$ cat src/rtl/ple_pkg.sv
// shared types and constants for the positional list engine
// used by the cell chain, the top level and the port checker
package ple_pkg;

  localparam int CAPACITY_DEF = 128;
  localparam int POS_W = 11;
  localparam int DATA_W = 32;

  typedef enum logic [1:0] {
    OP_INSERT = 2'd0,
    OP_DELETE = 2'd1,
    OP_GET    = 2'd2,
    OP_LOCATE = 2'd3
  } op_t;

  typedef enum logic [1:0] {
    ST_DONE    = 2'd0,
    ST_RANGE   = 2'd1,
    ST_FULL    = 2'd2,
    ST_MISSING = 2'd3
  } status_t;

  typedef struct packed {
    op_t               op;
    logic [POS_W-1:0]  pos;
    logic [DATA_W-1:0] value;
    logic [POS_W-1:0]  count;
    logic              shift;
  } cmd_t;

  typedef struct packed {
    logic              valid;
    logic              hit;
    logic [DATA_W-1:0] data;
    logic [POS_W-1:0]  found;
  } pkt_t;

endpackage

$ cat src/rtl/ple_cell.sv
// one list entry of the chain, plus the stage of the scan packet that
// walks past it; depends on ple_pkg
module ple_cell import ple_pkg::*; #(
  parameter int IDX = 0
) (
  input  logic              clk,
  input  logic              rst_n,
  input  cmd_t              cmd,
  input  logic [DATA_W-1:0] left_val,
  input  logic [DATA_W-1:0] right_val,
  input  pkt_t              pkt_in,
  output pkt_t              pkt_out,
  output logic [DATA_W-1:0] entry_out
);

  localparam logic [POS_W-1:0] MY_POS = POS_W'(IDX + 1);

  logic [DATA_W-1:0] entry_r, entry_nxt;
  pkt_t              pkt_r, pkt_nxt;

  always_comb begin
    entry_nxt = entry_r;
    if (cmd.shift) begin
      if (cmd.op == OP_INSERT) begin
        if (MY_POS == cmd.pos) begin
          entry_nxt = cmd.value;
        end else if (MY_POS > cmd.pos) begin
          entry_nxt = left_val;
        end
      end else if (cmd.op == OP_DELETE) begin
        if (MY_POS >= cmd.pos) begin
          entry_nxt = right_val;
        end
      end
    end
  end

  always_comb begin
    pkt_nxt = pkt_in;
    if (pkt_in.valid) begin
      if ((cmd.op inside {OP_DELETE, OP_GET}) && MY_POS == cmd.pos) begin
        pkt_nxt.data = entry_r;
      end
      if (cmd.op == OP_LOCATE && !pkt_in.hit && MY_POS <= cmd.count &&
          entry_r == cmd.value) begin
        pkt_nxt.hit   = 1'b1;
        pkt_nxt.found = MY_POS;
      end
    end
  end

  always_ff @(posedge clk) begin
    entry_r <= entry_nxt;
    if (!rst_n) begin
      pkt_r.valid <= 1'b0;
    end else begin
      pkt_r.valid <= pkt_nxt.valid;
    end
    pkt_r.hit   <= pkt_nxt.hit;
    pkt_r.data  <= pkt_nxt.data;
    pkt_r.found <= pkt_nxt.found;
  end

  assign pkt_out   = pkt_r;
  assign entry_out = entry_r;

endmodule

$ cat config.mk
export PLATFORM = sky130hd
export DESIGN_NAME = ple_cell
export DESIGN_NICKNAME = d
export VERILOG_FILES = /design/src/rtl/ple_pkg.sv /design/src/rtl/ple_cell.sv
export SDC_FILE = /design/constraint.sdc
export NUM_CORES = 1
export LEC_CHECK = 0
export BUFFER_PORTS_ARGS = -buffer_cell sky130_fd_sc_hd__buf_4
export CORE_MARGIN = 5
export CORE_UTILIZATION = 30
export DETAILED_ROUTE_END_ITERATION = 16
export MAX_ROUTING_LAYER = met4
export RECOVER_POWER = 100
export SLEW_MARGIN = 20
export SYNTH_ARGS = -nofsm -noshare
export SYNTH_HDL_FRONTEND = slang
export SYNTH_SLANG_ARGS = --single-unit
$ cat constraint.sdc
create_clock -name clk -period 7.8 [get_ports clk]
set_input_delay 1.56 -clock clk [delete_from_list [all_inputs] [get_ports clk]]
set_output_delay 1.56 -clock clk [all_outputs]
set_load 0.02 [all_outputs]
==> run_results.csv <==
group,metric,value,unit
route,viasPerCell,4.57,
route,wl,12.1,mm
logic_synthesis,yosysTopAreaCell,"edfxtp_1",
logic_synthesis,yosysTopAreaCellShare,27.4,%
timing,fin_crit,4.70,ns
clock_tree,cts-root-buf,"clkbuf_16",
logic_synthesis,syn_area_per_cell,11.5,µm²
power_and_ir_drop,power_density,180,nW/µm²
power_and_ir_drop,ir_drop,128,µV
final_layout,syn2layout_area_growth,56.5,%
worst_hold_path,hold_path_depth,1,
setup_path,arrival,4.58,ns
setup_path,end_kind,"register",
setup_path,crit_required,7.68,ns
timing,fmax,213,MHz
setup_path,reg2reg_from,"entry_out[23]",
floorplanning,dieArea,14000,µm²
logic_synthesis,synth_top_family_by_area,"multiplexers",
logic_synthesis,synth_area_leaders,"edfxtp_1 27%, dfxtp_1 26%, mux2_1 9.6%, mux2i_1 9.1%, xnor2_1 7.7%",
route,wire_per_inst,17.4,µm
logic_synthesis,ys_top_cells_by_count,"45 x dfxtp_1, 34 x nor2_1, 32 x a21oi_1, 32 x edfxtp_1, 32 x mux2i_1",
setup_path,start_kind,"primary input",
place,portBuffers,244,
timing,setup_viol,0,
global_route,grt_max_degree,65,
place,place_hpwl,9.49,mm
global_route,grt_usage,17.4,%
clock_tree,htree_levels,3,
clock_tree,cts_setup_buffers,0,
outcome,status,"complete, but fails checks",
logic_synthesis,muxShareOfSynthArea,19.4,%
logic_synthesis,syn_area,3510,µm²
clock_tree,cts.path.max_buffers,2,
timing,skew,0.00485,ns
logic_synthesis,synth-simple-area-share,8.03,%
logic_synthesis,ys_types,27,
setup_path,path_class,"primary input to register",
timing,rsz0062_at_grt,"no",
power_and_ir_drop,p_leak,0.00249,µW
floorplanning,core-area,11400,µm²
setup_path,r2r-end,"pkt_out[3]",
logic_synthesis,synth_most_common_cell,"dfxtp_1",
logic_synthesis,postSynthCellCount,306,
route,drt_iter0_drc,107,
logic_synthesis,synthXorXnorAreaFrac,7.99,%
logic_synthesis,ys.flop_type,"dfxtp_1",
clock_tree,cts_buffers,9,
final_layout,finalNonFillerCells,695,
logic_synthesis,synth-seq-cells,77,
final_layout,layout-drive-gt1-share,34.6,%
worst_hold_path,hold_start,"entry_out[12]",
worst_hold_path,hold_end,"pkt_out[23]",
logic_synthesis,ys_seq_area_share,53.1,%
route,vias,3176,
timing,fin_crit_sh,60.2,%
route,drt.antenna.violating_nets,0,
floorplanning,die_h,118,µm
timing,worstMarginPinSlew,2.93,ns
logic_synthesis,synth_compound_area_share,6.99,%
global_route,grt_overflow,0,
global_route,grt_pass1_vias,3420,
place,dp.cells,679,
timing,slew_viol_final,46,
final_layout,nets,718,
setup_path,crit_fanout,32,
setup_path,r2r_setup_slack,5.19,ns
final_layout,n_antenna_cell,0,
floorplanning,io_pins,245,
route,drc_errors,0,
clock_tree,cts_hold_buf,0,
global_route,antenna_found_initial,0,
clock_tree,clock_sinks,77,
flow_run,maxCapViolCount,2,
clock_tree,tritoncts,"done",
logic_synthesis,synth_nets,477,
setup_path,reg2reg_depth,4,
logic_synthesis,synth_edf_count,32,
global_route,grt_pass1_wl,18.6,mm
timing,fin_setup_tns,0,ns
timing,slew_headroom,-95.8,%
logic_synthesis,ys_async_sr_fraction,0,%
clock_tree,post_cts_resized,0,
floorplanning,row_count,39,
route,drt_first_pass_iters,4,
setup_path,crit_start,"cmd[45]",
logic_synthesis,synth.yosys.warnings,0,
clock_tree,clk_latency,0.33,ns
worst_hold_path,holdCritPathClass,"register to register",
timing,hold_violations,0,
floorplanning,fp.dieW,118,µm
logic_synthesis,synth-adder-area-share,1.07,%
place,gp_congestion,0.772,
floorplanning,start_util,30.7,%
clock_tree,clk_pin_slew,0.06,ns
outcome,violations,"capacitance limit, slew limit",
## state kept, by name, summed over array words and instances (netlist names)
| name | cells |
|---|---|
| pkt_out | 45 |
| entry_out | 32 |
## cell families after synthesis
group / count (synthesis)
AO/OA/AOI/OAI: 45
XOR/XNOR: 32
adder cells (fa/ha/maj): 3
buffers and inverters: 28
flip-flops: 77
multiplexers: 64
AND/OR/NAND/NOR: 57
## per-stage QoR
step                      power, µW  instance area (µm²)  utilization, %  hold slack, ns  worst slack, ns
final                           989                 5490            48.1           0.536             3.10
after global routing           1030                 5490            48.1           0.575             2.73
after CTS                      1010                 5800            50.8           0.548             3.53
after detailed placement        596                 5500            48.2           0.531             3.17
after global placement          593                 5500            48.2           0.519             3.24
after floorplan                 498                 3510               -           0.657             3.87
## worst max path at each step
stage                          to  slack (ns)
finish              entry_out[22]        3.10
global route        entry_out[18]        2.73
CTS                   pkt_out[12]        3.53
detailed placement    pkt_out[12]        3.17
global placement      pkt_out[12]        3.24
floorplan            entry_out[0]        3.87
## critical path, cell delays in order
cell,delay (ns)
clkbuf_4,0.11
nor4_1,0.58
nand3_1,0.14
nor2_1,2.17
## power breakdown
part	leakage [µW]	total [µW]	internal [µW]	switching, µW
clock network	0.000150	414	253	161
logic	0.00166	139	78.9	59.8
registers	0.000675	436	433	3.08
total	0.00249	989	765	224
## cell usage in the layout, fill, tap and decap left out
cell type / count
mux2i_1: 32
clkbuf_4: 1
nor4_2: 2
nand4_4: 1
o21ai_0: 1
inv_1: 12
nor4_1: 4
a31oi_1: 10
nor4_4: 1
mux2_1: 30
nand3_1: 2
nand2_1: 2
edfxtp_1: 32
xor2_1: 1
nor2_1: 34
mux2_2: 2
and3_1: 1
nor3_1: 1
dfxtp_1: 45
clkbuf_16: 11
nor2_4: 1
nand4_1: 7
a31o_2: 2
and2_1: 1
xnor2_1: 31
clkbuf_1: 81
a21oi_1: 32
buf_4: 166
ha_1: 2
ha_2: 1
clkinv_2: 3
## final cells by class
cell class | count | area, µm²
well taps | 143 | 179
fillers | 1163 | 5930
multi-input cells | 201 | 1560
repair buffers | 246 | 1550
clock inverters | 3 | 15.0
clock buffers | 13 | 283
inverters | 12 | 45.0
flip-flops and latches | 77 | 1860
## layer usage
metal | wire length (µm) | track usage, % | part of all wire [%]
met1 | 5140 | 21.0 | 42
met2 | 5990 | 28.2 | 49
met3 | 839 | 4.71 | 6.9
met4 | 138 | 5.66 | 1.1
met5 | 0 | - | 0
Power figures use the tool's default switching activity.
